<file path="src/rtl/core/ppvl_udiv.sv">
// Pipelined restoring unsigned divider, one quotient bit per register stage.
// Carries a sideband word alongside; stand-alone, no package needed.
module ppvl_udiv #(
	parameter int NUM_W  = 51,
	parameter int DEN_W  = 36,
	parameter int QUO_W  = 15,
	parameter int SIDE_W = 1
) (
	input  logic              clk,
	input  logic              arst_n,
	input  logic              adv,
	input  logic              in_vld,
	input  logic [NUM_W-1:0]  num,
	input  logic [DEN_W-1:0]  den,
	input  logic [SIDE_W-1:0] side,
	output logic              out_vld,
	output logic [QUO_W-1:0]  quo,
	output logic [SIDE_W-1:0] out_side
);

	localparam int REM_W = DEN_W + QUO_W;

	// One register set per quotient bit; the numerator is assumed below den << QUO_W.
	logic              vld_s  [1:QUO_W];
	logic [REM_W-1:0]  rem_s  [1:QUO_W];
	logic [DEN_W-1:0]  den_s  [1:QUO_W];
	logic [QUO_W-1:0]  quo_s  [1:QUO_W];
	logic [SIDE_W-1:0] side_s [1:QUO_W];

	for (genvar k = 1; k <= QUO_W; k++) begin : g_stage
		localparam int SH = QUO_W - k;

		logic              vld_p;
		logic [REM_W-1:0]  rem_p;
		logic [DEN_W-1:0]  den_p;
		logic [QUO_W-1:0]  quo_p;
		logic [SIDE_W-1:0] side_p;
		logic [REM_W-1:0]  trial;
		logic              take;

		// The first stage reads the inputs, every later one its predecessor.
		if (k == 1) begin : g_first
			assign vld_p  = in_vld;
			assign rem_p  = REM_W'(num);
			assign den_p  = den;
			assign quo_p  = '0;
			assign side_p = side;
		end else begin : g_next
			assign vld_p  = vld_s[k-1];
			assign rem_p  = rem_s[k-1];
			assign den_p  = den_s[k-1];
			assign quo_p  = quo_s[k-1];
			assign side_p = side_s[k-1];
		end

		// Compare the remainder with the shifted divisor and subtract when it fits.
		assign trial = REM_W'(den_p) << SH;
		assign take  = (rem_p >= trial);

		always_ff @(posedge clk or negedge arst_n) begin
			if (!arst_n) begin
				vld_s[k] <= 1'b0;
			end else if (adv) begin
				vld_s[k] <= vld_p;
			end
		end

		always_ff @(posedge clk) begin
			if (adv) begin
				rem_s[k]  <= take ? (rem_p - trial) : rem_p;
				den_s[k]  <= den_p;
				quo_s[k]  <= {quo_p[QUO_W-2:0], take};
				side_s[k] <= side_p;
			end
		end
	end

	assign out_vld  = vld_s[QUO_W];
	assign quo      = quo_s[QUO_W];
	assign out_side = side_s[QUO_W];

endmodule

</file>
<file path="config.mk">
export PLATFORM = sky130hd
export DESIGN_NAME = ppvl_udiv
export DESIGN_NICKNAME = d
export VERILOG_FILES = /design/src/rtl/core/ppvl_udiv.sv
export SDC_FILE = /design/constraint.sdc
export NUM_CORES = 2
export LEC_CHECK = 0
export CAP_MARGIN = 10
export CORE_MARGIN = 2
export CORE_UTILIZATION = 64
export DETAILED_ROUTE_END_ITERATION = 16
export DONT_BUFFER_PORTS = 1
export PLACE_DENSITY = 0.9
export SYNTH_ARGS = -nofsm -noshare
export SYNTH_HDL_FRONTEND = slang
export SYNTH_SLANG_ARGS = --single-unit
</file>
<file path="constraint.sdc">
create_clock -name clk -period 4.5 [get_ports clk]
set_clock_uncertainty 0.1 [all_clocks]
set_input_delay 0.45 -clock clk [delete_from_list [all_inputs] [get_ports clk]]
set_output_delay 0.45 -clock clk [all_outputs]
set_load 0.1 [all_outputs]
</file>
# After elaboration in Yosys (flattened, before gate mapping)

Memories as Yosys holds them, arrays and structs flattened.
Index checks and enable logic that the tools add are counted.

Logic and storage cells: 66
Memories kept: 4
Bits of input ports: 92
RAM bits: 1,545
Register bits after elaboration: 15

Order comparisons: 15
Multiplexer cells: 17
$add $sub $neg: 15

Memory list:

| name   | words | width | read ports | clocked after memory_dff | write ports | line | RTL |
|---|---|---|---|---|---|---|---|
| rem_s  | 15    | 51    | 14         | 0                        | 15          | 25   | `logic [REM_W-1:0] rem_s [1:QUO_W];` |
| den_s  | 15    | 36    | 14         | 0                        | 15          | 26   | `logic [DEN_W-1:0] den_s [1:QUO_W];` |
| quo_s  | 15    | 15    | 15         | 0                        | 15          | 27   | `logic [QUO_W-1:0] quo_s [1:QUO_W];` |
| side_s | 15    | 1     | 15         | 0                        | 15          | 28   | `logic [SIDE_W-1:0] side_s [1:QUO_W];` |

Operator list:

| kind                                                           | count |
|---|---|
| 51-bit two-way mux                                             | 15 |
| 51-bit by 36-bit greater-or-equal comparator with 1-bit output | 1 |
| 51-bit by 37-bit greater-or-equal comparator with 1-bit output | 1 |
| 51-bit by 38-bit greater-or-equal comparator with 1-bit output | 1 |
| 51-bit by 39-bit greater-or-equal comparator with 1-bit output | 1 |
| 51-bit by 40-bit greater-or-equal comparator with 1-bit output | 1 |
| 51-bit by 41-bit greater-or-equal comparator with 1-bit output | 1 |
| 51-bit by 42-bit greater-or-equal comparator with 1-bit output | 1 |
| 51-bit by 43-bit greater-or-equal comparator with 1-bit output | 1 |
| 51-bit by 44-bit greater-or-equal comparator with 1-bit output | 1 |
| 51-bit by 45-bit greater-or-equal comparator with 1-bit output | 1 |
| 51-bit by 46-bit greater-or-equal comparator with 1-bit output | 1 |
| 51-bit by 47-bit greater-or-equal comparator with 1-bit output | 1 |
| 51-bit by 48-bit greater-or-equal comparator with 1-bit output | 1 |
| 51-bit by 49-bit greater-or-equal comparator with 1-bit output | 1 |
| 51-bit by 50-bit greater-or-equal comparator with 1-bit output | 1 |
| 51-bit by 36-bit subtractor with 51-bit output                 | 1 |
| 51-bit by 37-bit subtractor with 51-bit output                 | 1 |
| 51-bit by 38-bit subtractor with 51-bit output                 | 1 |
| 51-bit by 39-bit subtractor with 51-bit output                 | 1 |
| 51-bit by 40-bit subtractor with 51-bit output                 | 1 |
| 51-bit by 41-bit subtractor with 51-bit output                 | 1 |
| 51-bit by 42-bit subtractor with 51-bit output                 | 1 |
| 51-bit by 43-bit subtractor with 51-bit output                 | 1 |
| other kinds (8)                                                | 9 |

# Logic depth before layout (Yosys ltp)

An unclocked memory read counts as a cell.

Depth in word-level cells: 3
Gate-level depth with buffers: 18
Gate-level depth less buffers: 18

# Least setup slack after synthesis

OpenSTA, ideal clock, no wires.

Kind: reg2reg
From: register, netlist name den_s[0][36]
To: register, netlist name rem_s[0][122]
Data required time: 4,140 ps
Data arrival time: 3,651 ps
Cell stages (with the launch flop): 17
Path buffers: 1
Setup time: 260 ps
Setup slack: 488 ps
Cells stage by stage: edfxtp_1 ha_1 fa_1 nand2b_1 a21boi_1 o21ai_1 a31oi_1 a2111oi_2 or2_1 o221a_2 o31ai_1 a41o_1 a311oi_4 o211a_4 inv_4 buf_6 mux2_4

==> flow_summary.yaml <==
status:
  run_status: "completed"
cts:
  clock_latency_on_the_worst_skew_pair_ps: 800
  clk_pin_slew_worst_paths_ps: 70
  tritoncts.num_buffers: 146
  cts_num_sinks: 1368
  ctsHtreeMaxLevel: 4
  ctsLongestPathBuffers: 3
  tritoncts_clock_tree: "done"
  cts_root_buf: "clkbuf_16"
global_routing:
  gr-total-overflow: 0
  antenna_found_initial: 2
  global_route.usage.met2_pct: 56.4
  globalRouteMet1Util_pct: 28.5
  gr_busiest_metal: "met2"
  grtUsageMet3_pct: 3.77
  grt_first_pass_wirelength_um: 289000
  first_global_vias: 56200
  largest_net_degree_at_the_start_of_global_routing: 280
  groute.usage.overall_pct: 29.1
worst_setup_path:
  crit_required_ps: 4940
  critical_path_class: "reg2reg"
  crit_path_end_kind: "register"
  kind_of_start_point_of_the_critical_path: "register"
  r2r_setup_slack_ps: 130
  path_max_fanout: 46
  critical_path_arrival_ps: 4810
drt:
  drt_iter0_markers: 3824
  via_per_inst: 6.04
  drt_first_pass_iters: 8
  totalWireLength_um: 184000
  drtAntennaViolNets: 0
  vias_after_detailed_routing: 55200
  avgRoutedWirePerCell_um: 20.1
  drc_errors: 0
yosys:
  netlist.area_leader.share_pct: 51.9
  synthesis_stage_register_bit_count: 1368
  synth.net_count: 7841
  synth_cell_types: 95
  synth-edff-count: 1353
  netlist_instances: 7195
  synth_warnings: 0
  syn_area_cell_um2: 10.9
  synth.yosys.seq_area_share_pct: 52.4
  synth_top_flop_cell: "edfxtp_1"
  asyncSetResetFlopFracSynth_pct: 1.10
  synthesis.area_um2: 78200
  synth_top_area_cell: "edfxtp_1"
  ys_top_cells_by_area: "edfxtp_1, ha_1, a21oi_1, xnor2_1, inv_1"
timing:
  final.setup.tns_ps: 0
  hold_viol: 0
  maxClockFrequency_mhz: 229
  relSlewSlack_pct: 4.39
  fin_worst_hold_slack_ps: 37.5
  tightest_slew_ps: 1430
  maxSlewViolCount: 0
  final_min_period_over_clock_period_pct: 97.0
  grt_setup_unrepaired: "false"
  final.min_clock_period_ps: 4370
  final-setup-viol-count: 0
finish:
  finalCoreUtilization_pct: 71.7
  layout.filler_cells: 8116
  post_layout_nonfiller_instances: 9147
  final_layout_size_suffix_gt1_share_pct: 7.66
  p_r_area_growth_vs_syn_pct: 11.4
  mostFrequentLayoutCell: "edfxtp_1"
  most-common-layout-cells: "edfxtp_1, inv_1, nand2_1"
  nets: 8043
placed_design:
  numPortBuffers: 0
  place_inst: 8779
  routabilityCongestion: 0.945
  dp_hpwl_um: 135000
floorplan:
  die_height_um: 354
  core_region_area_um2: 122000
  fp.dieW_um: 354
  initial_utilization_pct: 64.4
  core.rowCount: 128
  design.die.area_um2: 125000
  num_io_pins: 109
pwr:
  ir_drop_uv: 449
  pd_cells_nw_per_um2: 652
  p_leak_nw: 35.4
run:
  cap_viol_max_count: 0
hold_path:
  worstHoldPathType: "in2async"
metal layers:
layer  up-vias  routed length (um)  share of wire (%)
li1      26700                   -                  -
met1     26100               63300                 34
met2      1902               99200                 54
met3       597                7450                4.0
met4         0               14100                7.6
met5         -                   0                  0
final timing paths:
check / to / startpoint / depth (start not counted)
max: rem_s[0][323]$_DFFE_PP_ / rem_s[0][264]$_DFFE_PP_ / 15
min: g_stage[2].vld_p$_DFFE_PN0P_ / arst_n / 1
max reg2reg: rem_s[0][323]$_DFFE_PP_ / rem_s[0][264]$_DFFE_PP_ / 15
min reg2reg: side_s[1][7]$_DFFE_PP_ / side_s[1][6]$_DFFE_PP_ / 0
max in group asynchronous: g_stage[14].vld_p$_DFFE_PN0P_ / arst_n / 1
min in group clk: quo_s[0][107]$_DFFE_PP_ / adv / 1
metrics by stage:
step                instance area (um2)  setup WS (ps)  total power, mW
finish                            87200            133             56.9
global route                      87200           5.11             60.2
CTS                               87000           23.8             56.6
detailed placement                81100           41.8             43.8
global placement                  81100            105             43.1
floorplan                         78200            488             37.4
state kept, by name, summed over array words and instances (netlist names):
name / count
rem_s: 714
den_s: 504
quo_s: 120
side_s: 15
g_stage.vld_p: 14
out_vld: 1
synthesized netlist by cell type (all sizes together) (15+ instances only):
cell type and n:
nor2 398, a2111oi 15, or2 30, buf 37
and3 53, clkbuf 172, o211ai 38, a211oi 30
a21oi 587, nand3 106, xnor2 320, ha 540
mux2 123, nand4 124, nor2b 87, o21ai 530
dfrtp 15, nand2b 93, o31ai 39, xor2 217
a31oi 54, a21boi 29, a21o 314, or3 23
nor4 66, nand2 608, edfxtp 1353, o21a 61
inv 685, nor3 96, nor4b 23, nor3b 17
and2 19, o21bai 70
final cells by class:
cell class | instances | area (um2) | area share, %
clock inverters | 91 | 1110 | 1.27
inverters | 685 | 2570 | 2.95
flip-flops and latches | 1368 | 41000 | 47.0
clock buffers | 178 | 3940 | 4.52
multi-input cells | 4933 | 34000 | 39.0
diodes | 4 | 10.0 | 0.0115
well taps | 1625 | 2030 | 2.33
repair buffers | 263 | 2510 | 2.88
cells by family after synthesis:
| group | share of synthesized area [%] |
|---|---|
| flip-flops | 52.4 |
| XOR/XNOR | 6.01 |
| AND/OR/NAND/NOR | 11.2 |
| AO/OA/AOI/OAI | 15.1 |
| adder cells (fa/ha/maj) | 8.99 |
| multiplexers | 1.99 |
| buffers and inverters | 4.38 |
report_power, final:
part / internal [mW] / switching, mW
Clock: 7.39 / 5.12
Combinational: 10.3 / 13.6
Sequential: 18.5 / 2.01
worst max-delay path: stages, from the launching register on:
cell	delay [ps]
edfxtp_1	410
inv_1	100
ha_1	200
fa_1	250
nor2b_1	80
o21ai_1	210
a21oi_1	140
o211ai_1	380
a31oi_1	260
nor2_2	280
o21ai_1	170
a221oi_2	320
o21ai_1	130
or3_2	460
buf_12	190
mux2_1	340
what timing repair did:
item / 4_1_cts / 5_1_grt
resized for setup: 0 / 18
buffers inserted: 0 / 3
hold buffers: 92 / 0
endpoints found under the setup margin: 0 / 135
endpoints found under the hold margin: 182 / 0
Note: power is estimated with default switching activity, not from simulation.
