$ cat src/rtl/core/ppvl_pkg.sv
// Package for the pure-pursuit velocity law pipeline.
// Holds field widths, fixed-point constants, register indexes and the stage sideband types.
// Depends on nothing; every other file in rtl/core but ppvl_udiv imports it.
package ppvl_pkg;

	// Field and datapath widths.
	localparam int SPD_W    = 15;             // speeds and angular magnitudes
	localparam int CRD_W    = 18;             // signed target coordinates
	localparam int RAD_W    = 17;             // minimum turn radius
	localparam int ANG_W    = 16;             // signed angular rate
	localparam int D2_W     = 36;             // squared distance
	localparam int DEN_W    = CRD_W + RAD_W;  // |y| * radius
	localparam int CGN_W    = 11;             // curvature gain of 2000
	localparam int AYK_W    = 29;             // |y| * 2000
	localparam int SGN_W    = 25;             // straight-line gain of 2e7
	localparam int SPR_W    = SGN_W + CRD_W;  // straight-line test product
	localparam int NUM1_W   = SPD_W + D2_W;   // speed * d2
	localparam int NUM2_W   = SPD_W + AYK_W;  // speed * 2000 * |y|
	localparam int CFG_W    = 17;             // widest register
	localparam int CFG_IDX_W = 2;

	// Stream packing widths.
	localparam int S_TDATA_W = 56;
	localparam int M_TDATA_W = 32;

	// Register indexes of the configuration port.
	localparam logic [CFG_IDX_W-1:0] REG_MIN_SPEED  = 2'd0;
	localparam logic [CFG_IDX_W-1:0] REG_MAX_RATE   = 2'd1;
	localparam logic [CFG_IDX_W-1:0] REG_MIN_RADIUS = 2'd2;

	// Register values after reset.
	localparam logic [SPD_W-1:0] RST_MIN_SPEED  = 15'd2000;
	localparam logic [SPD_W-1:0] RST_MAX_RATE   = 15'd1500;
	localparam logic [RAD_W-1:0] RST_MIN_RADIUS = 17'd2000;

	// Fixed-point constants of the law.
	localparam logic [D2_W-1:0]  STOP_D2       = 36'd100;
	localparam logic [D2_W-1:0]  NEAR_D2       = 36'd62500;
	localparam logic [SPD_W-1:0] NEAR_CAP      = 15'd1000;
	localparam logic [SGN_W-1:0] STRAIGHT_GAIN = 25'd20000000;
	localparam logic [CGN_W-1:0] CURV_GAIN     = 11'd2000;
	localparam logic [SPD_W-1:0] BOOST_LOW     = 15'd400;
	localparam logic [SPD_W-1:0] BOOST_HIGH    = 15'd900;
	localparam logic [SPD_W-1:0] BOOST_ADD     = 15'd500;
	localparam logic [SPD_W-1:0] SPD_MAX       = 15'h7FFF;

	typedef logic [SPD_W-1:0] spd_t;
	typedef logic [D2_W-1:0]  d2_t;

	// Sideband from the front end to the speed-scaling divider.
	typedef struct packed {
		spd_t              lin;
		d2_t               d2;
		logic [AYK_W-1:0]  ayk;
		logic              yneg;
		logic              stop;
		logic              straight;
		logic              scale;
	} fr_side_t;

	// Sideband from the middle section to the curvature divider.
	typedef struct packed {
		spd_t lin;
		logic yneg;
		logic stop;
		logic straight;
		logic sat;
	} md_side_t;

	// One result item; the last field sits in the lowest bits.
	typedef struct packed {
		logic                     halted;
		logic signed [ANG_W-1:0]  ang;
		spd_t                     lin;
	} res_t;

endpackage

$ cat src/rtl/core/ppvl_front.sv
// Front end: magnitudes, squared distance, halt, straight and radius tests, speed cap.
// Five register stages; depends on ppvl_pkg.
module ppvl_front (
	input  logic                              clk,
	input  logic                              arst_n,
	input  logic                              adv,
	input  logic                              in_vld,
	input  ppvl_pkg::spd_t                    desired_speed,
	input  logic signed [ppvl_pkg::CRD_W-1:0] target_x,
	input  logic signed [ppvl_pkg::CRD_W-1:0] target_y,
	input  logic [ppvl_pkg::RAD_W-1:0]        min_radius,
	output logic                              out_vld,
	output logic [ppvl_pkg::NUM1_W-1:0]       num1,
	output ppvl_pkg::d2_t                     den2,
	output ppvl_pkg::fr_side_t                side
);
	import ppvl_pkg::*;

	logic [CRD_W-1:0] ax_c, ay_c;
	logic             near_c;
	spd_t             lin_c;

	logic             vld_s1, vld_s2, vld_s3, vld_s4, vld_s5;
	spd_t             v_s1, v_s2, v_s3;
	logic [CRD_W-1:0] ax_s1, ay_s1;
	logic             yneg_s1, yneg_s2, yneg_s3;
	d2_t              ax2_s2, ay2_s2;
	logic [SPR_W-1:0] spr_s2, spr_s3;
	logic [DEN_W-1:0] den_s2;
	logic [AYK_W-1:0] ayk_s2, ayk_s3;
	d2_t              d2_s3, den2_s3, den2_s4, den2_s5;
	fr_side_t         side_s4, side_s5;
	logic [NUM1_W-1:0] num1_s5;

	// Magnitudes of the coordinates; the most negative code maps to its true magnitude.
	assign ax_c = target_x[CRD_W-1] ? CRD_W'(-target_x) : CRD_W'(target_x);
	assign ay_c = target_y[CRD_W-1] ? CRD_W'(-target_y) : CRD_W'(target_y);

	// Near-target cap on the desired speed.
	assign near_c = (d2_s3 < NEAR_D2);
	assign lin_c  = (near_c && (v_s3 > NEAR_CAP)) ? NEAR_CAP : v_s3;

	always_ff @(posedge clk or negedge arst_n) begin
		if (!arst_n) begin
			vld_s1 <= 1'b0;
			vld_s2 <= 1'b0;
			vld_s3 <= 1'b0;
			vld_s4 <= 1'b0;
			vld_s5 <= 1'b0;
		end else if (adv) begin
			vld_s1 <= in_vld;
			vld_s2 <= vld_s1;
			vld_s3 <= vld_s2;
			vld_s4 <= vld_s3;
			vld_s5 <= vld_s4;
		end
	end

	always_ff @(posedge clk) begin
		if (adv) begin
			// Stage 1: magnitudes.
			v_s1    <= desired_speed;
			ax_s1   <= ax_c;
			ay_s1   <= ay_c;
			yneg_s1 <= target_y[CRD_W-1];

			// Stage 2: squares and the products with |y|.
			v_s2    <= v_s1;
			ax2_s2  <= D2_W'(ax_s1) * D2_W'(ax_s1);
			ay2_s2  <= D2_W'(ay_s1) * D2_W'(ay_s1);
			spr_s2  <= SPR_W'(STRAIGHT_GAIN) * SPR_W'(ay_s1);
			den_s2  <= DEN_W'(ay_s1) * DEN_W'(min_radius);
			ayk_s2  <= AYK_W'(ay_s1) * AYK_W'(CURV_GAIN);
			yneg_s2 <= yneg_s1;

			// Stage 3: squared distance and doubled radius product.
			v_s3    <= v_s2;
			d2_s3   <= ax2_s2 + ay2_s2;
			spr_s3  <= spr_s2;
			den2_s3 <= {den_s2, 1'b0};
			ayk_s3  <= ayk_s2;
			yneg_s3 <= yneg_s2;

			// Stage 4: distance tests and the capped speed.
			side_s4.lin      <= lin_c;
			side_s4.d2       <= d2_s3;
			side_s4.ayk      <= ayk_s3;
			side_s4.yneg     <= yneg_s3;
			side_s4.stop     <= (d2_s3 < STOP_D2);
			side_s4.straight <= (spr_s3 < SPR_W'(d2_s3));
			side_s4.scale    <= (d2_s3 < den2_s3);
			den2_s4          <= den2_s3;

			// Stage 5: numerator of the radius scaling.
			num1_s5 <= NUM1_W'(side_s4.lin) * NUM1_W'(side_s4.d2);
			den2_s5 <= den2_s4;
			side_s5 <= side_s4;
		end
	end

	assign out_vld = vld_s5;
	assign num1    = num1_s5;
	assign den2    = den2_s5;
	assign side    = side_s5;

endmodule

$ cat config.mk
export PLATFORM = sky130hd
export DESIGN_NAME = ppvl_front
export DESIGN_NICKNAME = d
export VERILOG_FILES = /design/src/rtl/core/ppvl_pkg.sv /design/src/rtl/core/ppvl_front.sv
export SDC_FILE = /design/constraint.sdc
export NUM_CORES = 2
export LEC_CHECK = 0
export ABC_CLOCK_PERIOD_IN_PS = 18850
export BUFFER_PORTS_ARGS = -buffer_cell sky130_fd_sc_hd__buf_2
export CORE_MARGIN = 2
export CORE_UTILIZATION = 43
export CTS_CLUSTER_DIAMETER = 200
export DETAILED_ROUTE_END_ITERATION = 7
export PLACE_DENSITY = 0.66
export SLEW_MARGIN = 15
export SYNTH_ARGS = -nofsm -noshare
export SYNTH_HDL_FRONTEND = slang
export SYNTH_SLANG_ARGS = --single-unit
$ cat constraint.sdc
create_clock -name clk -period 18.85 [get_ports clk]
set_clock_uncertainty 0.15 [all_clocks]
set_input_delay 3.77 -clock clk [delete_from_list [all_inputs] [get_ports clk]]
set_output_delay 3.77 -clock clk [all_outputs]
set_load 0.01 [all_outputs]
Yosys cells after proc, flatten, opt, wreduce, memory -nomap -nowiden
Cells that the tools add are included.

word-level totals
  register bits = 668
  bits of input ports = 72
  output and inout port bits = 172
  word-level logic and storage cells = 58

operators by class
  add/subtract/negate cells = 3
  multiply operators = 6
  magnitude comparators = 5
  muxes and demuxes = 2
  reduce and logical (&&, ||, !) cells = 1

operators with widths
  kind                    count
  $mul 18x18->36          2
  $mul 15x36->51          1
  $lt 43x36->1            1
  $add 36x36->36          1
  $lt 36x16->1 const B    1
  $lt 36x36->1            1
  $lt 36x7->1 const B     1
  $neg 18->18             2
  $mul 17x18->35 const A  1
  $mul 18x17->35          1
  $mux 17                 2
  $mul 18x7->25 const B   1
  $gt 15x10->1 const B    1
  $logic_and 1x1->1       1

Logic depth before layout (Yosys ltp)
  depth after elaboration = 2
  depth in mapped cells = 26
  depth with buffers taken out = 24

Least setup slack after synthesis
No wires, ideal clock.

  path kind = input to register
  start = input port min_radius[5] (netlist name)
  end = register den_s2[33] (data pin)
  setup time = 0.263 ns
  arrival time = 9.653 ns
  data required time = 18.437 ns
  slack = 8.784 ns
  cell stages on the path = 24
  path buffers = 2
  cell sequence = clkbuf_1 -> clkbuf_1 -> nand2_1 -> fa_1 -> inv_1 -> fa_1 -> inv_1 -> fa_1 -> inv_1 -> fa_1 -> inv_1 -> fa_1 -> fa_1 -> inv_1 -> ha_1 -> and4_1 -> or3b_1 -> nor2_1 -> a31oi_1 -> a31oi_1 -> a211oi_2 -> o31ai_1 -> a311oi_1 -> xnor2_1

between the ends
  word-level cells in the longest chain between the ends = 1

RTL lines
  element                 RTL line          source
  start: declaration      ppvl_front.sv:11  input logic [ppvl_pkg::RAD_W-1:0] min_radius,
  $mul 18x17->35          ppvl_front.sv:72  den_s2 <= DEN_W'(ay_s1) * DEN_W'(min_radius);
  end signal: assignment  ppvl_front.sv:72
  end: declaration        ppvl_front.sv:29  logic [DEN_W-1:0] den_s2;

Every way passes these cells.
A chain may end at the register's enable or synchronous reset.

Final worst setup path
Ends and elaborated chain as after synthesis.

==> impl_metrics.json <==
{
  "layout_common_cells": "inv_1, fa_1, ha_1",
  "layout-area-overhead-vs-synth_pct": 8.09,
  "critPathMaxFanout": 18,
  "cp.arrival_ps": 10170,
  "antenna_left": 0,
  "ys_dominant_reg_cell": "edfxtp_1",
  "register_area_um2": 19700,
  "avgSynthCellArea_um2": 10.6,
  "utilization_pct": 46.9,
  "synth-seq-cells": 657,
  "worstMarginPinSlew_ps": 1110,
  "finalSetupViolations": 0,
  "io_buffers": 238,
  "cts_resized": 0,
  "start_util_pct": 43.4,
  "drt_first_pass_iters": 5,
  "fmax_mhz": 101,
  "clock_latency_ps": 720,
  "finalHoldViolations": 0,
  "drive_above_1_share_pct": 5.92,
  "antenna_found_initial": 3,
  "first_global_vias": 53900,
  "synth-warning-count": 0,
  "clockBufferDepth": 3,
  "post-synth-top-area-cell": "fa_1",
  "ys_async_sr_fraction_pct": 0.761,
  "drv_slew": 0,
  "die_w_um": 426,
  "rows": 154,
  "postSynthCellCount": 7249,
  "die_h_um": 426,
  "fin_nets": 9478,
  "netlist-cell-type-count": 76,
  "synth_edf_count": 652,
  "required_ps": 19110,
  "wirelength_um": 185000,
  "ff2ff_setup_slack_ps": 10510,
  "cts_sinks": 657,
  "vias": 50000,
  "crit_type": "in -> reg",
  "grt_pass1_wl_um": 295000,
  "grt_max_degree": 186,
  "rsz0062_at_grt": "false",
  "cts_tree": "yes",
  "cts_setup_buffers": 0,
  "multiInputGateArea_um2": 49500,
  "relSlewSlack_pct": 26.2,
  "endpoint_kind": "register",
  "post_drt_wl_per_cell_um": 18.9,
  "drc": 0,
  "synth_seq_area_share_pct": 25.7,
  "core_um2": 176000,
  "syn_area_um2": 76600,
  "fin_crit_sh_pct": 52.6,
  "maxCapViolations": 0,
  "netlist_top_cells_area": "fa_1, edfxtp_1, ha_1",
  "final_common_cell": "inv_1",
  "numCtsBuffers": 76,
  "cp-start-kind": "input port",
  "htree_levels": 3,
  "pin_count": 244,
  "period_needed_ps": 9910,
  "dp_hpwl_um": 143000,
  "hold_buffers": 0,
  "status": "finished clean",
  "path_clk_slew_ps": 60,
  "hp-class": "reg -> reg",
  "fin_setup_tns_ps": 0,
  "routed_via_density": 5.10,
  "drt-initial-drc-count": 2878,
  "nFillCells": 16200,
  "n_antenna_cell": 0,
  "track_usage_pct": 20.9,
  "place_congestion": 0.878,
  "synth_top_area_share_pct": 32.8,
  "design.die.area_um2": 182000,
  "grt.overflow.total": 0,
  "clockRootBuffer": "clkbuf_16"
}
## through the flow
step           std cells  instance area (um^2)  hold WS, ps  worst slack, ps
5_1_grt             9791                 82800          220             8680
3_3_place_gp        9653                 80200          251             8420
6_report            9791                 82800          221             8940
4_1_cts             9791                 82800          212             9020
2_1_floorplan       7253                 76600          250             8780
3_5_place_dp        9653                 80200          255             8300
## worst max-delay path: stages
cell,delay (ps)
buf_2,320
nand2_1,140
fa_1,560
inv_1,50
fa_1,470
inv_1,50
fa_1,500
inv_1,60
fa_1,530
inv_1,50
fa_1,470
fa_1,490
inv_1,40
ha_1,370
and4_1,280
or3b_1,380
nor2_1,110
a31oi_1,140
a31oi_1,480
a211oi_2,170
o31ai_1,390
a311oi_1,180
xnor2_1,160
## final timing paths
path / to / depth (start not counted) / from
setup / recovery: den_s2[33] / 23 / min_radius[5]
hold / removal: spr_s3[20] / 0 / spr_s2[20]
setup reg to reg: ay2_s2[33] / 23 / ay_s1[12]
hold reg to reg: spr_s3[20] / 0 / spr_s2[20]
max in group asynchronous: vld_s2 / 1 / arst_n
min in group asynchronous: vld_s1 / 1 / arst_n
## cells in the mapped netlist, drive strengths merged, types with 15 or more instances
cell type,number
o31ai,19
fa,1257
a21oi,211
o21bai,32
inv,1749
and3,17
o211ai,17
nand2b,42
nand2,714
a31oi,25
a21o,104
nor2,179
edfxtp,652
ha,758
nand4,44
clkbuf,215
xnor2,183
o21ai,120
and2,513
o21a,28
xor2,69
nand3,35
nor3,34
nor4,15
a211oi,24
nor2b,34
## sequential cells by signal (all words and copies together) (netlist names), 15 cells and up
signal,flops
ay_s1,18
d2_s3,36
side_s4,80
side,80
den_s2,35
ayk_s2,24
v_s1,15
v_s2,15
ax2_s2,35
den2,35
ax_s1,18
spr_s3,31
den2_s3,35
ayk_s3,25
v_s3,15
den2_s4,35
ay2_s2,35
spr_s2,31
num1,51
## layer usage
metal	wire (um)	global-route usage, %	vias up
li1	-	-	22800
met1	75200	26.4	25500
met2	93500	36.6	1363
met3	10500	3.29	331
met4	6250	6.81	4
met5	16	0	-
## final cells by class
class / instances / area share [%]
Clock inverter: 55 / 0.768
Timing Repair Buffer: 281 / 1.86
Multi-Input combinational cell: 4626 / 59.8
Tap cell: 2340 / 3.54
Inverter: 1749 / 7.93
Clock buffer: 83 / 2.33
Sequential cell: 657 / 23.8
## cell families after synthesis
logic type / after synthesis / synth area share, %
xor gates and xnor gates: 252 / 2.88
DFF: 657 / 25.7
adders and majority gates: 2015 / 45.2
and+or+nand+nor: 1679 / 10.8
AOI/OAI and AO/OA: 668 / 5.62
muxes: 7 / 0.103
buffers and inverters: 1970 / 9.68
other: 1 / 0.00490
Power is left out: the tool's default activity adds up to more than one toggle a clock period on the data nets, which glitch-free logic cannot reach.
