$ cat src/rtl/core/ppvl_pkg.sv
// Package for the pure-pursuit velocity law pipeline.
// Holds field widths, fixed-point constants, register indexes and the stage sideband types.
// Depends on nothing; every other file in rtl/core but ppvl_udiv imports it.
package ppvl_pkg;

	// Field and datapath widths.
	localparam int SPD_W    = 15;             // speeds and angular magnitudes
	localparam int CRD_W    = 18;             // signed target coordinates
	localparam int RAD_W    = 17;             // minimum turn radius
	localparam int ANG_W    = 16;             // signed angular rate
	localparam int D2_W     = 36;             // squared distance
	localparam int DEN_W    = CRD_W + RAD_W;  // |y| * radius
	localparam int CGN_W    = 11;             // curvature gain of 2000
	localparam int AYK_W    = 29;             // |y| * 2000
	localparam int SGN_W    = 25;             // straight-line gain of 2e7
	localparam int SPR_W    = SGN_W + CRD_W;  // straight-line test product
	localparam int NUM1_W   = SPD_W + D2_W;   // speed * d2
	localparam int NUM2_W   = SPD_W + AYK_W;  // speed * 2000 * |y|
	localparam int CFG_W    = 17;             // widest register
	localparam int CFG_IDX_W = 2;

	// Stream packing widths.
	localparam int S_TDATA_W = 56;
	localparam int M_TDATA_W = 32;

	// Register indexes of the configuration port.
	localparam logic [CFG_IDX_W-1:0] REG_MIN_SPEED  = 2'd0;
	localparam logic [CFG_IDX_W-1:0] REG_MAX_RATE   = 2'd1;
	localparam logic [CFG_IDX_W-1:0] REG_MIN_RADIUS = 2'd2;

	// Register values after reset.
	localparam logic [SPD_W-1:0] RST_MIN_SPEED  = 15'd2000;
	localparam logic [SPD_W-1:0] RST_MAX_RATE   = 15'd1500;
	localparam logic [RAD_W-1:0] RST_MIN_RADIUS = 17'd2000;

	// Fixed-point constants of the law.
	localparam logic [D2_W-1:0]  STOP_D2       = 36'd100;
	localparam logic [D2_W-1:0]  NEAR_D2       = 36'd62500;
	localparam logic [SPD_W-1:0] NEAR_CAP      = 15'd1000;
	localparam logic [SGN_W-1:0] STRAIGHT_GAIN = 25'd20000000;
	localparam logic [CGN_W-1:0] CURV_GAIN     = 11'd2000;
	localparam logic [SPD_W-1:0] BOOST_LOW     = 15'd400;
	localparam logic [SPD_W-1:0] BOOST_HIGH    = 15'd900;
	localparam logic [SPD_W-1:0] BOOST_ADD     = 15'd500;
	localparam logic [SPD_W-1:0] SPD_MAX       = 15'h7FFF;

	typedef logic [SPD_W-1:0] spd_t;
	typedef logic [D2_W-1:0]  d2_t;

	// Sideband from the front end to the speed-scaling divider.
	typedef struct packed {
		spd_t              lin;
		d2_t               d2;
		logic [AYK_W-1:0]  ayk;
		logic              yneg;
		logic              stop;
		logic              straight;
		logic              scale;
	} fr_side_t;

	// Sideband from the middle section to the curvature divider.
	typedef struct packed {
		spd_t lin;
		logic yneg;
		logic stop;
		logic straight;
		logic sat;
	} md_side_t;

	// One result item; the last field sits in the lowest bits.
	typedef struct packed {
		logic                     halted;
		logic signed [ANG_W-1:0]  ang;
		spd_t                     lin;
	} res_t;

endpackage

$ cat src/rtl/core/ppvl_mid.sv
// Middle section between the two dividers: scaled speed, floor, curvature numerator.
// Three register stages; depends on ppvl_pkg.
module ppvl_mid (
	input  logic                        clk,
	input  logic                        arst_n,
	input  logic                        adv,
	input  logic                        in_vld,
	input  ppvl_pkg::spd_t              quo,
	input  ppvl_pkg::fr_side_t          side,
	input  ppvl_pkg::spd_t              min_speed,
	output logic                        out_vld,
	output logic [ppvl_pkg::NUM2_W-1:0] num2,
	output ppvl_pkg::d2_t               d2,
	output ppvl_pkg::md_side_t          out_side
);
	import ppvl_pkg::*;

	spd_t              sel_c, lin2_c;
	logic              vld_s1, vld_s2, vld_s3;
	spd_t              lin2_s1;
	logic [AYK_W-1:0]  ayk_s1;
	d2_t               d2_s1, d2_s2, d2_s3;
	md_side_t          side_s1, side_s2, side_s3;
	logic [NUM2_W-1:0] num2_s2, num2_s3;

	// Radius-scaled speed when the turn is tight, then the speed floor.
	assign sel_c  = side.scale ? quo : side.lin;
	assign lin2_c = (sel_c < min_speed) ? min_speed : sel_c;

	always_ff @(posedge clk or negedge arst_n) begin
		if (!arst_n) begin
			vld_s1 <= 1'b0;
			vld_s2 <= 1'b0;
			vld_s3 <= 1'b0;
		end else if (adv) begin
			vld_s1 <= in_vld;
			vld_s2 <= vld_s1;
			vld_s3 <= vld_s2;
		end
	end

	always_ff @(posedge clk) begin
		if (adv) begin
			// Stage 1: commanded speed; a straight path keeps the capped speed.
			lin2_s1           <= lin2_c;
			ayk_s1            <= side.ayk;
			d2_s1             <= side.d2;
			side_s1.lin       <= side.straight ? side.lin : lin2_c;
			side_s1.yneg      <= side.yneg;
			side_s1.stop      <= side.stop;
			side_s1.straight  <= side.straight;
			side_s1.sat       <= 1'b0;

			// Stage 2: speed times 2000 * |y|.
			num2_s2 <= NUM2_W'(lin2_s1) * NUM2_W'(ayk_s1);
			d2_s2   <= d2_s1;
			side_s2 <= side_s1;

			// Stage 3: flag quotients that would not fit the angular field.
			num2_s3          <= num2_s2;
			d2_s3            <= d2_s2;
			side_s3.lin      <= side_s2.lin;
			side_s3.yneg     <= side_s2.yneg;
			side_s3.stop     <= side_s2.stop;
			side_s3.straight <= side_s2.straight;
			side_s3.sat      <= (NUM1_W'(num2_s2) >= {d2_s2, {SPD_W{1'b0}}});
		end
	end

	assign out_vld  = vld_s3;
	assign num2     = num2_s3;
	assign d2       = d2_s3;
	assign out_side = side_s3;

endmodule

$ cat config.mk
export PLATFORM = sky130hd
export DESIGN_NAME = ppvl_mid
export DESIGN_NICKNAME = d
export VERILOG_FILES = /design/src/rtl/core/ppvl_pkg.sv /design/src/rtl/core/ppvl_mid.sv
export SDC_FILE = /design/constraint.sdc
export NUM_CORES = 1
export LEC_CHECK = 0
export ABC_AREA = 1
export BUFFER_PORTS_ARGS = -buffer_cell sky130_fd_sc_hd__buf_4
export CORE_UTILIZATION = 60
export DETAILED_ROUTE_END_ITERATION = 10
export PLACE_DENSITY = 0.8
export SLEW_MARGIN = 20
export SYNTH_ARGS = -nofsm -noshare
export SYNTH_HDL_FRONTEND = slang
export SYNTH_SLANG_ARGS = --single-unit
$ cat constraint.sdc
create_clock -name clk -period 17 [get_ports clk]
set_input_delay 0.85 -clock clk [delete_from_list [all_inputs] [get_ports clk]]
set_output_delay 0.85 -clock clk [all_outputs]
set_load 0.02 [all_outputs]
== Word level (Yosys, flattened, before mapping) ==
Index checks and enable logic that the tools add are counted.

* Register bits: 298
* Bits of input ports: 118
* Output and inout port bits: 100
* Logic and storage cells: 29

* Multipliers: 1
* Magnitude comparators: 2
* Muxes and demuxes: 3

{| class="wikitable"
|+ Operators with widths
! cell !! count
|-
| >= comparator 44 x 51 -> 1 bit || 1
|-
| 2-to-1 mux 15 bit || 3
|-
| multiplier 15 x 29 -> 44 bit || 1
|-
| < comparator 15 bit || 1
|}

== Logic depth before layout (Yosys ltp) ==
Gate-level depths: netlist of the first run.

* Depth after elaboration: 4
* Mapped depth: 29
* Depth with buffers taken out: 27

== Worst setup path before layout of the first run ==
No wires, ideal clock.

* Path type: reg-to-reg
* Start: reg lin2_s1[3]
* End: reg num2_s2[39] (data pin)
* Library setup time: 0.252 ns
* Arrival: 5.348 ns
* Required time: 16.748 ns
* Setup slack: 11.399 ns
* Cell stages (with the launch flop): 24
* Path buffers: 2
* Clock period less this slack: 5.601 ns
* Path through: edfxtp_1 clkbuf_1 buf_1 nand2_1 fa_1 inv_1 fa_1 fa_1 inv_1 fa_1 inv_1 fa_1 inv_1 fa_1 inv_1 ha_1 a21oi_1 o21ai_0 a21oi_1 nor2_1 nor2_1 nand2_1 nand2_1 nand2_1

* Cells in the longest elaborated chain, start to end: 1

{| class="wikitable"
|+ RTL lines
! what !! RTL line !! source
|-
| from (decl) || ppvl_mid.sv:20 || <nowiki>spd_t lin2_s1;</nowiki>
|-
| from (signal assigned) || ppvl_mid.sv:45 || <nowiki>lin2_s1 <= lin2_c;</nowiki>
|-
| multiplier 15 x 29 -> 44 bit || ppvl_mid.sv:55 || <nowiki>num2_s2 <= NUM2_W'(lin2_s1) * NUM2_W'(ayk_s1);</nowiki>
|-
| to (signal assigned) || ppvl_mid.sv:55 ||
|-
| to (decl) || ppvl_mid.sv:24 || <nowiki>logic [NUM2_W-1:0] num2_s2, num2_s3;</nowiki>
|}

No other way between the ends.
A chain may end at the register's enable or synchronous reset.

== Worst setup path after layout of the first run ==
* Start: reg lin2_s1[6]
* End: reg num2_s2[41] (data pin)

Same word-level chain as after synthesis.

==> results.txt, run 1 <==
Post-synth EDFFs = 295
Gate Count Post-Synth = 2803
Post-Syn Area per Cell = 9.24 um2
1st-iter DRT viols = 1296
Vias in the first global route = 19.1k
WP data required = 17.36 ns
Routed len/inst = 16.6 um
DIE AREA = 0.0440 mm2
Worst rel slew slack = 0.232
Initial antenna violation count = 0
Met2 Track Usage GR = 0.468
Top cells by area, synth = edfxtp_1 (34%), fa_1 (27%), inv_1 (12%)
H-tree Lvls = 1
Area leader, netlist = edfxtp_1
CP Buf/Inv Count = 4
DR vias = 18.4k
Critical path type = reg2reg
Worst Setup Start Kind = flop
Commonest register cell after synthesis = edfxtp_1
Global-route wire length before repair = 96.1 mm
Largest net degree at the start of global routing = 85
Worst EP arrival = 6.82 ns
Commonest non-fill, non-tap cell in the layout = inv_1
Num rows = 75
Minimum clock period = 6.46 ns
GP Congestion = 0.935
Total Routing Usage GR = 0.277
Fmax = 155 MHz
Vias per cell = 5.18
Buffers on Ports = 217
Number of setup buffers added after CTS = 0
Met3 Use GR = 0.0441
Most used routing layer = met2
Fin. max-slew vios = 0
Gr ovfl total = 0
Area Growth Syn to Fin = 12.4%
Status = finished, final reports clean
Clk Tree Root Cell = clkbuf_16
Hold-fix buffer count after cts = 0
Worst Skew = 0.0173 ns
CP max stage cell = edfxtp_1
DRC viols = 0
Sequential area share after synthesis = 0.345
Clk sinks = 298
Dpl hpwl = 45.0 mm
Ant. Diodes = 0
Share of cells above drive strength 1 = 0.0996
Fin crit share = 0.380
Die H = 210 um
Final hold violation count = 0
Critical Path Max Stage Delay = 1.11 ns
PostCTS Resize Cnt = 0
Setup TNS = 0 ns
Total Wirelength = 59.0 mm
Clk_lat worst skew = 0.60 ns
Max Cap Viol = 0
Final setup violation count = 0
Netlist Area Pre-Place = 0.0259 mm2
CTS tree = yes
Asr flop ratio synth = 0.0101
Yosys warns = 0
Core area = 0.0422 mm2
Worst Hold Class = in2async
RSZ-0062 raised after global routing = false
Worst Tran Pin Value = 1.15 ns
Initial core utilization = 0.613
Yosys top cell area share = 0.342
CP cell instances = nand2_1 -> fa_1 -> fa_1 -> inv_1 -> fa_1 -> fa_1 -> fa_1 -> inv_1 -> fa_1 -> inv_1 -> ha_1 -> nand2_1 -> nor2_1 -> inv_1 -> nor2_1 -> nand3_1 -> nand3_1 -> nand2_1 -> nand3_1 -> nand2_1
Longest Clk Path Bufs = 3
Family with the most delay on the worst path = adder cells
Router iterations before antenna repair = 7
Critical path's most frequent cell = fa_1
CP Max Fanout = 29
CTS Buf Count = 31
Syn Nets = 3421
Final nets = 3607
IO Pins = 218
Clock transition at path regs = 0.06 ns
Worst Setup End Kind = flop
Seq cells post-synth = 298
Die W = 210 um
Met1 Use GR = 0.371
Most frequent cells in the layout = inv_1 (798), nand2_1 (777), fa_1 (349)
Post-synthesis cell type count = 39
Routed Antenna Nets = 0
stage by stage:
| step | std cells | setup slack, ns | cell area, um2 | hold slack, ns | utilization |
|---|---|---|---|---|---|
| after global routing | 3551 | 10.31 | 29100 | 0.0197 | 0.689 |
| after floorplan | 2803 | 11.40 | 25900 | 0.400 | - |
| after CTS | 3541 | 10.54 | 28900 | 0.0123 | 0.685 |
| after global placement | 3484 | 10.71 | 27900 | 0.401 | 0.662 |
| final | 3551 | 10.54 | 29100 | 0.0339 | 0.689 |
| after detailed placement | 3485 | 10.58 | 28000 | 0.405 | 0.662 |
Yosys cell counts (all sizes together), types with 2 or more instances:
master    n
or2      15
nor3     10
o21a      4
a21oi    53
nor4      2
clkbuf   72
inv     799
nor2     87
nand2   781
ha      151
xnor2     9
and2     16
nand3    71
o21bai    5
o21ai    31
buf      10
fa      349
xor2     17
edfxtp  295
nand4    10
a31oi     4
dfrtp     3
cell type report:
type	count	area, um2
Inverter	799	3000
Tap cell	539	674
Timing Repair Buffer	235	1890
Fill cell	3207	13100
Clock buffer	37	798
Clock inverter	19	171
Multi-Input combinational cell	1624	13600
Sequential cell	298	8930
worst paths after layout:
| check | cells after the start | start | endpoint | slack (ns) |
|---|---|---|---|---|
| worst max-delay path | 20 | lin2_s1[6] | num2_s2[41] | 10.54 |
| worst max register to register | 20 | lin2_s1[6] | num2_s2[41] | 10.54 |
| worst min-delay path | 1 | arst_n | vld_s2 | 0.03 |
| max in group asynchronous | 1 | arst_n | out_vld | 16.87 |
| min in group clk | 0 | d2_s1[10] | d2_s2[10] | 0.42 |
| worst min register to register | 0 | d2_s1[10] | d2_s2[10] | 0.42 |
logic make-up after synthesis:
family	after synthesis	synth area share
buf+inv	881	0.128
compound gates	100	0.0207
mux	1	0.000435
fa+ha+maj	500	0.343
simple gates	997	0.154
flops	298	0.345
xor+xnor	26	0.00879
routing by layer:
metal,vias up,wire length [um]
met3,141,4450
met1,8830,24600
met2,786,28200
met4,0,1770
li1,8627,-
met5,-,0
flip-flops by register name, summed over array words and instances, names as in the netlist:
name / cells
side_s2: 18
side_s1: 18
ayk_s1: 29
d2_s1: 36
d2: 36
num2: 44
lin2_s1: 15
d2_s2: 36
vld_s2: 1
vld_s1: 1
num2_s2: 44
out_side: 19
out_vld: 1
Power of run 1 is left out: the tool's default activity adds up to more than one toggle a clock period on the data nets, which glitch-free logic cannot reach.
==> run 2: changes to the inputs <==
--- a/config.mk
+++ b/config.mk
@@ -7,9 +7,9 @@
 export LEC_CHECK = 0
 export ABC_AREA = 1
 export BUFFER_PORTS_ARGS = -buffer_cell sky130_fd_sc_hd__buf_4
-export CORE_UTILIZATION = 60
+export CORE_UTILIZATION = 56
 export DETAILED_ROUTE_END_ITERATION = 10
-export PLACE_DENSITY = 0.8
+export PLACE_DENSITY = 0.78
 export SLEW_MARGIN = 20
 export SYNTH_ARGS = -nofsm -noshare
 export SYNTH_HDL_FRONTEND = slang
==> constraint.sdc (replaced) <==
create_clock -name clk -period 5.3 [get_ports clk]
set_input_delay 0.265 -clock clk [delete_from_list [all_inputs] [get_ports clk]]
set_output_delay 0.265 -clock clk [all_outputs]
set_load 0.02 [all_outputs]
==> run 2 against run 1 <==
Effect of this change: the flow now finishes with violations (setup timing); count of clock-buffer cells in the layout is 1 lower; utilization is 3.8 points higher; first-iteration DRC count is 22% higher; final area is 14% higher; clock skew is 0.0079 ns higher; wire length is 7.0% higher.
==> results.txt, run 2 (same netlist as run 1, synthesis figures left out) <==
Worst EP arrival = 5.85 ns (was 6.82 ns)
Longest Clk Path Bufs = 3 (unchanged)
Final nets = 3894 (was 3607)
Commonest non-fill, non-tap cell in the layout = inv_1 (unchanged)
Dpl hpwl = 48.5 mm (was 45.0 mm)
Area Growth Syn to Fin = 27.8% (was 12.4%)
Largest net degree at the start of global routing = 128 (was 85)
1st-iter DRT viols = 1583 (was 1296)
Ant. Diodes = 0 (unchanged)
Most frequent cells in the layout = inv_1 (770), nand2_1 (695), buf_4 (391) (was inv_1 (798), nand2_1 (777), fa_1 (349))
Clk Tree Root Cell = clkbuf_16 (unchanged)
Critical Path Max Stage Delay = 0.54 ns (was 1.11 ns)
Die W = 217 um (was 210 um)
Final hold violation count = 0 (unchanged)
GP Congestion = 0.942 (was 0.935)
Die H = 217 um (was 210 um)
Initial core utilization = 0.569 (was 0.613)
DRC viols = 0 (unchanged)
WP data required = 5.59 ns (was 17.36 ns)
Vias in the first global route = 21.2k (was 19.1k)
Family with the most delay on the worst path = adder cells (unchanged)
Vias per cell = 5.04 (was 5.18)
IO Pins = 218 (unchanged)
Buffers on Ports = 217 (unchanged)
Num rows = 78 (was 75)
CTS Buf Count = 34 (was 31)
Router iterations before antenna repair = 6 (was 7)
Max Cap Viol = 0 (unchanged)
Worst Setup Start Kind = flop (unchanged)
Clk_lat worst skew = 0.55 ns (was 0.60 ns)
Status = finished with violations (was finished, final reports clean)
DIE AREA = 0.0471 mm2 (was 0.0440 mm2)
Worst Skew = 0.0252 ns (was 0.0173 ns)
Routed Antenna Nets = 0 (unchanged)
Share of cells above drive strength 1 = 0.226 (was 0.0996)
Worst Tran Pin Value = 0.917 ns (was 1.15 ns)
Hold Slack = 0.0380 ns (was 0.0339 ns)
Critical path type = reg2reg (unchanged)
Worst Setup End Kind = flop (unchanged)
Fin crit share = 1.05 (was 0.380)
Worst rel slew slack = 0.389 (was 0.232)
CP Buf/Inv Count = 10 (was 4)
CP max stage cell = fa_1 (was edfxtp_1)
Global-route wire length before repair = 103 mm (was 96.1 mm)
DR vias = 19.6k (was 18.4k)
Total Routing Usage GR = 0.276 (was 0.277)
Routed len/inst = 16.2 um (was 16.6 um)
Worst Hold Class = in2reg (was in2async)
CP cell instances = buf_6 -> buf_16 -> nand2_1 -> inv_1 -> fa_1 -> inv_2 -> fa_1 -> inv_1 -> fa_1 -> fa_2 -> fa_1 -> inv_1 -> fa_1 -> inv_1 -> ha_4 -> buf_4 -> nand2_2 -> inv_1 -> buf_4 -> nand2_1 -> nor4_1 -> nand2_1 -> nand3_1 -> nand2_1 (was nand2_1 -> fa_1 -> fa_1 -> inv_1 -> fa_1 -> fa_1 -> fa_1 -> inv_1 -> fa_1 -> inv_1 -> ha_1 -> nand2_1 -> nor2_1 -> inv_1 -> nor2_1 -> nand3_1 -> nand3_1 -> nand2_1 -> nand3_1 -> nand2_1)
Utilization after layout = 0.727 (was 0.689)
CP Max Fanout = 7 (was 29)
RSZ-0062 raised after global routing = true (was false)
Core area = 0.0455 mm2 (was 0.0422 mm2)
Clk sinks = 298 (unchanged)
Fin. max-slew vios = 0 (unchanged)
Fmax = 180 MHz (was 155 MHz)
Final setup violation count = 32 (was 0)
H-tree Lvls = 2 (was 1)
Fin worst setup slack = -0.253 ns (was 10.54 ns)
Failing checks = setup timing
Total Wirelength = 63.1 mm (was 59.0 mm)
Minimum clock period = 5.55 ns (was 6.46 ns)
Design Area, Final = 0.0331 mm2 (was 0.0291 mm2)
CTS tree = yes (unchanged)
Clock transition at path regs = 0.06 ns (about the same)
Initial antenna violation count = 0 (unchanged)
Gr ovfl total = 0 (unchanged)
FF-to-FF setup slack = -0.25 ns (was 10.54 ns)
Placement Cell Area = 0.0298 mm2 (was 0.0280 mm2)
[run 2: worst reg2reg max path: cells and delay by family (launching register included)]
kind | cells | cell delay (ns)
and+or+nand+nor | 7 | 0.74
DFF | 1 | 0.45
adders and majority gates | 7 | 3.21
buffers and inverters | 10 | 0.90
[run 2: layer usage]
| metal | track usage | vias to the layer above | wire, um |
|---|---|---|---|
| met5 | 0 | - | 0 |
| met4 | 0.0941 | 0 | 1950 |
| met3 | 0.0458 | 147 | 4190 |
| met2 | 0.483 | 748 | 31500 |
| met1 | 0.349 | 9548 | 25400 |
| li1 | - | 9206 | - |
[run 2: final cells by class]
class | instances | area, um2
multi-input combinational | 1624 | 14800
fill | 3199 | 12400
sequential | 298 | 8930
timing repair buffer | 519 | 4540
inverter | 799 | 3000
clock buffer | 36 | 858
tap | 600 | 751
clock inverter | 25 | 200
[run 2: through the flow]
step | worst slack [ns] | cells | TNS (ns)
6_report | -0.253 | 3901 | -5.01
3_5_place_dp | -0.412 | 3736 | -9.25
2_1_floorplan | -0.0165 | 2803 | -0.0651
4_1_cts | -0.235 | 3891 | -4.26
3_3_place_gp | -0.363 | 3736 | -7.12
5_1_grt | -0.483 | 3901 | -11.20
[run 2: what timing repair did]
item | in CTS | in global routing
resized for setup | 155 | 151
hold endpoints to repair | 83 | 0
endpoints found under the setup margin | 34 | 35
pin swaps | 17 | 40
buffers inserted | 12 | 10
hold buffers | 81 | 0
cloned | 1 | 0
[run 2: final timing paths]
path / start / endpoint / cells after the start
setup / recovery: lin2_s1[2] / num2_s2[38] / 24
hold / removal: side[79] / side_s1[14] / 3
setup reg to reg: lin2_s1[2] / num2_s2[38] / 24
hold reg to reg: d2_s1[19] / d2_s2[19] / 0
max in group asynchronous: arst_n / vld_s2 / 2
min in group asynchronous: arst_n / out_vld / 2
Power of run 2 is left out for the same reason.
